===== config.mk =====
export PLATFORM = sky130hd
export DESIGN_NAME = midi_active_note_tracker
export DESIGN_NICKNAME = d
export VERILOG_FILES = /design/src/hdl/mant_pkg.sv /design/src/hdl/mant_map_mem.sv /design/src/hdl/midi_active_note_tracker.sv
export SDC_FILE = /design/constraint.sdc
export NUM_CORES = 2
export LEC_CHECK = 0
export ABC_CLOCK_PERIOD_IN_PS = 25200
export BUFFER_PORTS_ARGS = -buffer_cell sky130_fd_sc_hd__buf_2
export CAP_MARGIN = 20
export CORE_MARGIN = 10
export CORE_UTILIZATION = 35
export CTS_CLUSTER_SIZE = 10
export DETAILED_ROUTE_END_ITERATION = 8
export GPL_ROUTABILITY_DRIVEN = 0
export GPL_TIMING_DRIVEN = 0
export PLACE_DENSITY = 0.46
export SLEW_MARGIN = 20
export SYNTH_ARGS = -nofsm -noshare
export SYNTH_HDL_FRONTEND = slang
export SYNTH_HIERARCHICAL = 1
export SYNTH_SLANG_ARGS = --single-unit

===== constraint.sdc =====
create_clock -name clk -period 25.2 [get_ports clk]
set_input_delay 3.78 -clock clk [delete_from_list [all_inputs] [get_ports clk]]
set_output_delay 3.78 -clock clk [all_outputs]
set_load 0.01 [all_outputs]

===== src/hdl/mant_pkg.sv =====
package mant_pkg;

  localparam int MAX_HELD_DEF = 32;
  localparam int CHANNELS_DEF = 16;
  localparam int PITCHES      = 128;
  localparam int PITCH_W      = 7;
  localparam int CHAN_W       = 5;
  localparam int VEL_W        = 32;
  localparam int STAMP_W      = 48;

  typedef enum logic [2:0] {
    FN_NOTE_ON     = 3'd0,
    FN_NOTE_OFF    = 3'd1,
    FN_SUSTAIN_ON  = 3'd2,
    FN_SUSTAIN_OFF = 3'd3,
    FN_RELEASE_ALL = 3'd4,
    FN_RESTART     = 3'd5
  } func_t;

  typedef enum logic [1:0] {
    EV_NOTE_ON     = 2'd0,
    EV_NOTE_OFF    = 2'd1,
    EV_SUSTAIN_ON  = 2'd2,
    EV_SUSTAIN_OFF = 2'd3
  } ev_t;

  // control strobes from the sequencer to the note map
  typedef struct packed {
    logic rd_en;
    logic wr_en;
    logic clr_all;
  } map_ctl_t;

  function automatic logic [STAMP_W-1:0] stamp_inc(input logic [STAMP_W-1:0] t);
    logic [STAMP_W-1:0] r;
    r = (t == {STAMP_W{1'b1}}) ? t : t + {{(STAMP_W-1){1'b0}}, 1'b1};
    return r;
  endfunction

endpackage


===== src/hdl/mant_map_mem.sv =====
module mant_map_mem #(
  parameter int CHANNELS = mant_pkg::CHANNELS_DEF,
  parameter int AW       = 4
) (
  input  logic                        clk,
  input  logic                        rst_n,
  input  mant_pkg::map_ctl_t          ctl,
  input  logic [AW-1:0]               addr,
  input  logic [mant_pkg::PITCHES-1:0] wr_data,
  output logic [mant_pkg::PITCHES-1:0] rd_data
);

  logic [mant_pkg::PITCHES-1:0] mem [CHANNELS];
  logic [mant_pkg::PITCHES-1:0] q_r;
  logic [CHANNELS-1:0]          vld_r;
  logic                         q_vld_r;

  always_ff @(posedge clk) begin
    if (ctl.wr_en) begin
      mem[addr] <= wr_data;
    end
    if (ctl.rd_en) begin
      q_r <= mem[addr];
    end
  end

  // a row that was never written since the last clear reads as all zero
  always_ff @(posedge clk) begin
    if (!rst_n) begin
      vld_r   <= '0;
      q_vld_r <= 1'b0;
    end else begin
      if (ctl.clr_all) begin
        vld_r <= '0;
      end else if (ctl.wr_en) begin
        vld_r[addr] <= 1'b1;
      end
      if (ctl.rd_en) begin
        q_vld_r <= vld_r[addr];
      end
    end
  end

  assign rd_data = q_vld_r ? q_r : '0;

endmodule


===== src/hdl/midi_active_note_tracker.sv =====
// Channel  Direction  Handshake              Payload
// in_      input      in_valid / in_ready    func, channel, pitch, velocity, stamp
// out_     output     out_valid / out_ready  event_type, channel, pitch, velocity,
//                                            stamp, synthetic, overflow_seen, last
//
// Note events pass accept and map row read, decide and write back, then emit; a
// retriggered note adds a synthetic note-off first, a refused or dropped note ends at
// decide. Sustain goes straight to emit; restart and unknown words stay idle. Release-all
// reads rows in channel order up to the last held note, stepping each pitch of a row
// holding notes, then a sustain-off if held and a clear. Reset is synchronous; per-row
// valid bits clear the map. A stalled output holds its word; in_ready returns in idle.
module midi_active_note_tracker #(
  parameter int MAX_HELD = mant_pkg::MAX_HELD_DEF,
  parameter int CHANNELS = mant_pkg::CHANNELS_DEF
) (
  input  logic        clk,
  input  logic        rst_n,
  input  logic        in_valid,
  output logic        in_ready,
  input  logic [2:0]  in_func,
  input  logic [4:0]  in_channel,
  input  logic [6:0]  in_pitch,
  input  logic [31:0] in_velocity,
  input  logic [47:0] in_stamp,
  output logic        out_valid,
  input  logic        out_ready,
  output logic [1:0]  out_event_type,
  output logic [4:0]  out_channel,
  output logic [6:0]  out_pitch,
  output logic [31:0] out_velocity,
  output logic [47:0] out_stamp,
  output logic        out_synthetic,
  output logic        out_overflow_seen,
  output logic        out_last
);

  localparam int CNT_W = $clog2(MAX_HELD + 1);
  localparam int AW    = (CHANNELS > 1) ? $clog2(CHANNELS) : 1;
  localparam int PW    = mant_pkg::PITCH_W;
  localparam int CW    = mant_pkg::CHAN_W;
  localparam int SW    = mant_pkg::STAMP_W;
  localparam int VW    = mant_pkg::VEL_W;
  localparam int NP    = mant_pkg::PITCHES;

  typedef enum logic [8:0] {
    ST_IDLE   = 9'b000000001,
    ST_DEC    = 9'b000000010,
    ST_EMA    = 9'b000000100,
    ST_EMB    = 9'b000001000,
    ST_SC_RD  = 9'b000010000,
    ST_SC_WT  = 9'b000100000,
    ST_SC_BIT = 9'b001000000,
    ST_SC_SUS = 9'b010000000,
    ST_SC_END = 9'b100000000
  } state_t;

  state_t             state_r, state_nxt;
  logic [CNT_W-1:0]   count_r, count_nxt;
  logic               sus_r, sus_nxt;
  logic [SW-1:0]      latest_r, latest_nxt;
  logic               ovf_r, ovf_nxt;

  logic [CW-1:0]      it_ch_r, it_ch_nxt;
  logic [PW-1:0]      it_pitch_r, it_pitch_nxt;
  logic [VW-1:0]      it_vel_r, it_vel_nxt;
  logic [SW-1:0]      stamp_r, stamp_nxt;
  logic               it_on_r, it_on_nxt;
  mant_pkg::ev_t      em_type_r, em_type_nxt;
  logic [AW-1:0]      scan_ch_r, scan_ch_nxt;
  logic [PW-1:0]      scan_p_r, scan_p_nxt;
  logic [NP-1:0]      row_r, row_nxt;

  logic               out_valid_r, out_valid_nxt;
  mant_pkg::ev_t      o_type_r, o_type_nxt;
  logic [CW-1:0]      o_ch_r, o_ch_nxt;
  logic [PW-1:0]      o_pitch_r, o_pitch_nxt;
  logic [VW-1:0]      o_vel_r, o_vel_nxt;
  logic [SW-1:0]      o_stamp_r, o_stamp_nxt;
  logic               o_syn_r, o_syn_nxt;
  logic               o_ovf_r, o_ovf_nxt;
  logic               o_last_r, o_last_nxt;

  mant_pkg::map_ctl_t map_ctl;
  logic [AW-1:0]      map_addr;
  logic [NP-1:0]      map_wdata;
  logic [NP-1:0]      map_rdata;

  logic               out_free;
  logic               in_acc;
  logic               ch_ok;
  logic [SW-1:0]      clamped;
  logic [CW-1:0]      ch_m1;
  logic [NP-1:0]      pmask;
  logic               held;
  logic               row_last;

  mant_map_mem #(
    .CHANNELS (CHANNELS),
    .AW       (AW)
  ) u_map (
    .clk     (clk),
    .rst_n   (rst_n),
    .ctl     (map_ctl),
    .addr    (map_addr),
    .wr_data (map_wdata),
    .rd_data (map_rdata)
  );

  assign out_free = !out_valid_r || out_ready;
  assign in_ready = (state_r == ST_IDLE);
  assign in_acc   = in_valid && in_ready;
  assign ch_ok    = (in_channel != '0) && (in_channel <= CW'(CHANNELS));
  assign clamped  = (in_stamp < latest_r) ? latest_r : in_stamp;
  assign ch_m1    = in_channel - CW'(1);
  assign pmask    = NP'(1) << it_pitch_r;
  assign held     = map_rdata[it_pitch_r];
  assign row_last = (scan_ch_r == AW'(CHANNELS - 1));

  always_comb begin
    state_nxt     = state_r;
    count_nxt     = count_r;
    sus_nxt       = sus_r;
    latest_nxt    = latest_r;
    ovf_nxt       = ovf_r;
    it_ch_nxt     = it_ch_r;
    it_pitch_nxt  = it_pitch_r;
    it_vel_nxt    = it_vel_r;
    stamp_nxt     = stamp_r;
    it_on_nxt     = it_on_r;
    em_type_nxt   = em_type_r;
    scan_ch_nxt   = scan_ch_r;
    scan_p_nxt    = scan_p_r;
    row_nxt       = row_r;
    out_valid_nxt = out_valid_r && !out_ready;
    o_type_nxt    = o_type_r;
    o_ch_nxt      = o_ch_r;
    o_pitch_nxt   = o_pitch_r;
    o_vel_nxt     = o_vel_r;
    o_stamp_nxt   = o_stamp_r;
    o_syn_nxt     = o_syn_r;
    o_ovf_nxt     = o_ovf_r;
    o_last_nxt    = o_last_r;
    map_ctl       = '0;
    map_addr      = AW'(ch_m1);
    map_wdata     = map_rdata;

    case (state_r)
      ST_IDLE: begin
        if (in_acc) begin
          it_ch_nxt    = in_channel;
          it_pitch_nxt = in_pitch;
          it_vel_nxt   = in_velocity;
          stamp_nxt    = clamped;
          case (in_func)
            mant_pkg::FN_NOTE_ON, mant_pkg::FN_NOTE_OFF: begin
              latest_nxt = clamped;
              it_on_nxt  = (in_func == mant_pkg::FN_NOTE_ON);
              if (ch_ok) begin
                map_ctl.rd_en = 1'b1;
                state_nxt     = ST_DEC;
              end
            end
            mant_pkg::FN_SUSTAIN_ON: begin
              latest_nxt   = clamped;
              sus_nxt      = 1'b1;
              it_pitch_nxt = '0;
              em_type_nxt  = mant_pkg::EV_SUSTAIN_ON;
              state_nxt    = ST_EMB;
            end
            mant_pkg::FN_SUSTAIN_OFF: begin
              latest_nxt   = clamped;
              sus_nxt      = 1'b0;
              it_pitch_nxt = '0;
              em_type_nxt  = mant_pkg::EV_SUSTAIN_OFF;
              state_nxt    = ST_EMB;
            end
            mant_pkg::FN_RELEASE_ALL: begin
              stamp_nxt   = mant_pkg::stamp_inc(latest_r);
              scan_ch_nxt = '0;
              if (count_r != '0) begin
                state_nxt = ST_SC_RD;
              end else if (sus_r) begin
                state_nxt = ST_SC_SUS;
              end
            end
            mant_pkg::FN_RESTART: begin
              latest_nxt = '0;
            end
            default: begin
            end
          endcase
        end
      end

      ST_DEC: begin
        map_addr = AW'(it_ch_r - CW'(1));
        if (it_on_r) begin
          em_type_nxt = mant_pkg::EV_NOTE_ON;
          if (held) begin
            state_nxt = ST_EMA;
          end else if (count_r >= CNT_W'(MAX_HELD)) begin
            ovf_nxt   = 1'b1;
            state_nxt = ST_IDLE;
          end else begin
            map_ctl.wr_en = 1'b1;
            map_wdata     = map_rdata | pmask;
            count_nxt     = count_r + CNT_W'(1);
            state_nxt     = ST_EMB;
          end
        end else begin
          em_type_nxt = mant_pkg::EV_NOTE_OFF;
          if (held) begin
            map_ctl.wr_en = 1'b1;
            map_wdata     = map_rdata & ~pmask;
            count_nxt     = count_r - CNT_W'(1);
            state_nxt     = ST_EMB;
          end else begin
            state_nxt = ST_IDLE;
          end
        end
      end

      // synthetic note-off ahead of a retriggered note
      ST_EMA: begin
        if (out_free) begin
          out_valid_nxt = 1'b1;
          o_type_nxt    = mant_pkg::EV_NOTE_OFF;
          o_ch_nxt      = it_ch_r;
          o_pitch_nxt   = it_pitch_r;
          o_vel_nxt     = '0;
          o_stamp_nxt   = stamp_r;
          o_syn_nxt     = 1'b1;
          o_ovf_nxt     = ovf_r;
          o_last_nxt    = 1'b0;
          state_nxt     = ST_EMB;
        end
      end

      ST_EMB: begin
        if (out_free) begin
          out_valid_nxt = 1'b1;
          o_type_nxt    = em_type_r;
          o_ch_nxt      = it_ch_r;
          o_pitch_nxt   = it_pitch_r;
          o_vel_nxt     = it_vel_r;
          o_stamp_nxt   = stamp_r;
          o_syn_nxt     = 1'b0;
          o_ovf_nxt     = ovf_r;
          o_last_nxt    = 1'b1;
          state_nxt     = ST_IDLE;
        end
      end

      ST_SC_RD: begin
        map_addr      = scan_ch_r;
        map_ctl.rd_en = 1'b1;
        state_nxt     = ST_SC_WT;
      end

      ST_SC_WT: begin
        row_nxt    = map_rdata;
        scan_p_nxt = '0;
        if (map_rdata != '0) begin
          state_nxt = ST_SC_BIT;
        end else if (row_last) begin
          state_nxt = ST_SC_END;
        end else begin
          scan_ch_nxt = scan_ch_r + AW'(1);
          state_nxt   = ST_SC_RD;
        end
      end

      ST_SC_BIT: begin
        if (!row_r[scan_p_r] || out_free) begin
          if (row_r[scan_p_r]) begin
            out_valid_nxt = 1'b1;
            o_type_nxt    = mant_pkg::EV_NOTE_OFF;
            o_ch_nxt      = CW'(scan_ch_r) + CW'(1);
            o_pitch_nxt   = scan_p_r;
            o_vel_nxt     = '0;
            o_stamp_nxt   = stamp_r;
            o_syn_nxt     = 1'b1;
            o_ovf_nxt     = ovf_r;
            o_last_nxt    = (count_r == CNT_W'(1)) && !sus_r;
            latest_nxt    = stamp_r;
            stamp_nxt     = mant_pkg::stamp_inc(stamp_r);
            count_nxt     = count_r - CNT_W'(1);
          end
          // advance to the next pitch, next row or the tail of the scan
          if (count_nxt == '0) begin
            state_nxt = sus_r ? ST_SC_SUS : ST_SC_END;
          end else if (scan_p_r == PW'(NP - 1)) begin
            if (row_last) begin
              state_nxt = ST_SC_END;
            end else begin
              scan_ch_nxt = scan_ch_r + AW'(1);
              state_nxt   = ST_SC_RD;
            end
          end else begin
            scan_p_nxt = scan_p_r + PW'(1);
          end
        end
      end

      ST_SC_SUS: begin
        if (out_free) begin
          out_valid_nxt = 1'b1;
          o_type_nxt    = mant_pkg::EV_SUSTAIN_OFF;
          o_ch_nxt      = CW'(1);
          o_pitch_nxt   = '0;
          o_vel_nxt     = '0;
          o_stamp_nxt   = stamp_r;
          o_syn_nxt     = 1'b1;
          o_ovf_nxt     = ovf_r;
          o_last_nxt    = 1'b1;
          latest_nxt    = stamp_r;
          sus_nxt       = 1'b0;
          state_nxt     = ST_SC_END;
        end
      end

      ST_SC_END: begin
        map_ctl.clr_all = 1'b1;
        count_nxt       = '0;
        sus_nxt         = 1'b0;
        state_nxt       = ST_IDLE;
      end

      default: begin
        state_nxt = ST_IDLE;
      end
    endcase
  end

  always_ff @(posedge clk) begin
    if (!rst_n) begin
      state_r     <= ST_IDLE;
      count_r     <= '0;
      sus_r       <= 1'b0;
      latest_r    <= '0;
      ovf_r       <= 1'b0;
      out_valid_r <= 1'b0;
    end else begin
      state_r     <= state_nxt;
      count_r     <= count_nxt;
      sus_r       <= sus_nxt;
      latest_r    <= latest_nxt;
      ovf_r       <= ovf_nxt;
      out_valid_r <= out_valid_nxt;
    end
  end

  always_ff @(posedge clk) begin
    it_ch_r    <= it_ch_nxt;
    it_pitch_r <= it_pitch_nxt;
    it_vel_r   <= it_vel_nxt;
    stamp_r    <= stamp_nxt;
    it_on_r    <= it_on_nxt;
    em_type_r  <= em_type_nxt;
    scan_ch_r  <= scan_ch_nxt;
    scan_p_r   <= scan_p_nxt;
    row_r      <= row_nxt;
    o_type_r   <= o_type_nxt;
    o_ch_r     <= o_ch_nxt;
    o_pitch_r  <= o_pitch_nxt;
    o_vel_r    <= o_vel_nxt;
    o_stamp_r  <= o_stamp_nxt;
    o_syn_r    <= o_syn_nxt;
    o_ovf_r    <= o_ovf_nxt;
    o_last_r   <= o_last_nxt;
  end

  assign out_valid         = out_valid_r;
  assign out_event_type    = o_type_r;
  assign out_channel       = o_ch_r;
  assign out_pitch         = o_pitch_r;
  assign out_velocity      = o_vel_r;
  assign out_stamp         = o_stamp_r;
  assign out_synthetic     = o_syn_r;
  assign out_overflow_seen = o_ovf_r;
  assign out_last          = o_last_r;

endmodule


==> impl_metrics.py <==
metrics = {
    "worst_setup_path": {
        "slowest_delay_ns": 0.83,
        "crit_cells": 13,
        "worstPathArrival_ns": 7.91,
        "path_cells": "buf_2, ha_1, a21o_1, a31oi_1, o21ai_0, o211ai_1, a211oi_1, o311a_1, o21ai_0, clkbuf_1, clkbuf_1, mux2i_1, o22ai_1",
        "crit_path_start_kind": "primary input",
        "worst_setup_path_end_kind": "flop",
        "reg2reg_depth": 13,
        "cp_top_family": "compound AO/OA/AOI/OAI gates",
        "crit_type": "in2reg",
        "worst-path-buf-inv": 3,
        "critPathSlowestCell": "clkbuf_1",
        "worstPathRequired_ns": 25.83,
        "crit_fanout": 10,
    },
    "pwr": {
        "p_sw_uw": 2574,
        "p_int_uw": 7628,
        "power_frac_comb_pct": 12.7,
        "p_per_area_nw_per_um2": 82.26,
        "vdd_ir_drop_max_uv": 54.28,
        "share_seq_of_total_power_pct": 48.4,
        "power_frac_clock_pct": 38.8,
        "power_uw": 10200,
        "total_leakage_power_uw": 0.04051,
        "netSwitchingFraction_pct": 25.23,
    },
    "synth": {
        "yosys_warnings": 6,
        "ys_top_cells_by_area": "edfxtp_1 72%, mux4_2 15%, dfxtp_1 1.6%, o21ai_0 1.5%, and2_1 1.1%",
        "synth_ff_type": "edfxtp_1",
        "synth_edf_count": 2507,
        "syn_nets": 5490,
        "synth_area_per_cell_um2": 19.60,
        "synth_top_area_cell": "edfxtp_1",
        "synth_seq_cells": 2590,
        "syn_inst": 5335,
        "yosys.area.top_type_share_pct": 71.99,
        "synth.most_common_cell": "edfxtp_1",
        "syn_area_um2": 104600,
        "yosysUniqueCellTypes": 79,
        "async_flop_share_pct": 0,
        "ys_top_cells_by_count": "2,507 x edfxtp_1, 688 x mux4_2, 320 x o21ai_0",
        "ys_seq_area_share_pct": 73.58,
    },
    "hold_path": {
        "min_delay_path_depth": 1,
        "hold_class": "reg2reg",
    },
    "detailed_routing": {
        "drt.antenna.violating_nets": 0,
        "avgViaCountPerCell": 5.638,
        "drc": 0,
        "vias": 57594,
        "dr.pass1.iters": 6,
        "wl_per_cell_um": 32.09,
        "drt_iter0_markers": 6019,
        "wirelength_mm": 327.9,
    },
    "timing": {
        "period_needed_ns": 7.280,
        "hold_viol": 0,
        "final_max_slew_viol_count": 0,
        "relSlewSlack_pct": 20.50,
        "fmax_mhz": 137.4,
        "rsz0062_at_grt": "no",
        "period_share_pct": 28.89,
        "hold_ws_ns": 0.4637,
        "finalSetupViolations": 0,
        "skew_ns": 0.04231,
        "worst-slew-pin-transition_ns": 1.193,
    },
    "floorplan": {
        "die_h_um": 566.6,
        "die-width_um": 566.6,
        "start_util_pct": 35.20,
        "core_um2": 297000,
        "rows": 200,
        "die_area_um2": 321000,
        "ios": 198,
    },
    "job": {
        "maxCapViolCount": 0,
    },
    "grt": {
        "grt_max_degree": 78,
        "grt_pass1_vias": 57893,
        "overflow": 0,
        "grt_pass1_wl_mm": 459.0,
        "antenna_found_initial": 30,
        "grt.total_usage_pct": 19.79,
    },
    "placed_design": {
        "io_buffers": 196,
        "place_area_um2": 115300,
        "hpwlAfterDp_mm": 227.4,
    },
    "cells_and_area": {
        "area_growth_pct": 18.60,
        "drive_above_1_share_pct": 27.36,
        "finalInstanceArea_um2": 124000,
        "fin_nets": 6297,
    },
    "clocking": {
        "cts.hold.buffers_added": 0,
        "cts.htree.levels": 5,
        "cts_setup_buffers": 0,
        "clk_latency_ns": 0.91,
        "cts_root_buffer": "clkbuf_16",
        "cts_buffer_depth": 4,
        "cts_buffers": 309,
        "ctsResizeCount": 0,
        "cts_sinks": 2590,
        "clk_pin_slew_ns": 0.06,
        "cts_tree": "done",
    },
    "outcome": {
        "outcome": "complete, no violations",
    },
}
[final timing paths]
| check | start | to | slack [ns] |
|---|---|---|---|
| hold reg to reg | u_map/vld_r[8] | u_map/vld_r[8] | 0.46 |
| setup reg to reg | u_map/q_vld_r | u_map/mem[1][27] | 18.10 |
| setup / recovery | in_stamp[2] | stamp_r[9] | 17.92 |
| hold / removal | u_map/vld_r[8] | u_map/vld_r[8] | 0.46 |
[state kept, by name, summed over array words and instances, names as in the netlist, 32 cells and up]
signal / flops
it_vel_r: 32
latest_r: 48
out_stamp: 48
out_velocity: 32
row_r: 128
stamp_r: 48
u_map/mem: 2048
u_map/q_r: 128
[metrics by stage]
step | utilization, % | setup slack, ns | cells | setup TNS (ns)
2_1_floorplan | - | 10.33 | 5335 | 0
3_3_place_gp | 37.19 | -6.176 | 9470 | -3227.47
3_5_place_dp | 38.83 | 17.04 | 9765 | 0
4_1_cts | 41.72 | 17.98 | 10199 | 0
5_1_grt | 41.74 | 17.77 | 10205 | 0
6_report | 41.75 | 17.92 | 10216 | 0
[placed cells by master (no fill, tap or decap), types with 128 or more instances in the layout]
cell type / instances
edfxtp_1: 2507
clkbuf_16: 311
buf_4: 150
nand2_1: 180
mux4_2: 688
nor2_1: 128
and2_1: 176
clkbuf_1: 220
o21ai_0: 191
buf_2: 266
[kinds of logic after synthesis]
kind of cell / after synthesis / synth area share [%]
buf+inv: 360 / 1.522
simple gates: 834 / 4.151
mux: 765 / 15.56
fa+ha+maj: 56 / 0.6701
compound gates: 671 / 4.017
flops: 2590 / 73.58
xor+xnor: 59 / 0.4942
[per-layer routing]
| metal | wire [um] | GRT usage (%) | up-vias |
|---|---|---|---|
| met3 | 23450 | 3.461 | 458 |
| met4 | 8819 | 5.294 | 8 |
| li1 | - | - | 23692 |
| met5 | 47 | 0 | - |
| met1 | 143500 | 28.38 | 31077 |
| met2 | 152100 | 31.26 | 2359 |
[final cells by class]
cell class,instances,area (um^2)
Fill cell,26126,173000
Sequential cell,2590,76940
Multi-Input combinational cell,2385,26280
Clock buffer,386,8094
Timing Repair Buffer,496,5632
Tap cell,3939,4928
Buffer,290,1351
Clock inverter,48,488.0
Inverter,70,272.8
Antenna cell,12,30.03
[power by group through the flow]
stage	clock network [uW]	registers (uW)	logic, uW
after floorplan	0	5000	791
after global placement	0	5050	1250
after detailed placement	0	5030	1300
after CTS	4070	4940	1300
after global routing	4220	4950	1380
final	3960	4940	1300
Note: power is estimated with default switching activity, not from simulation.
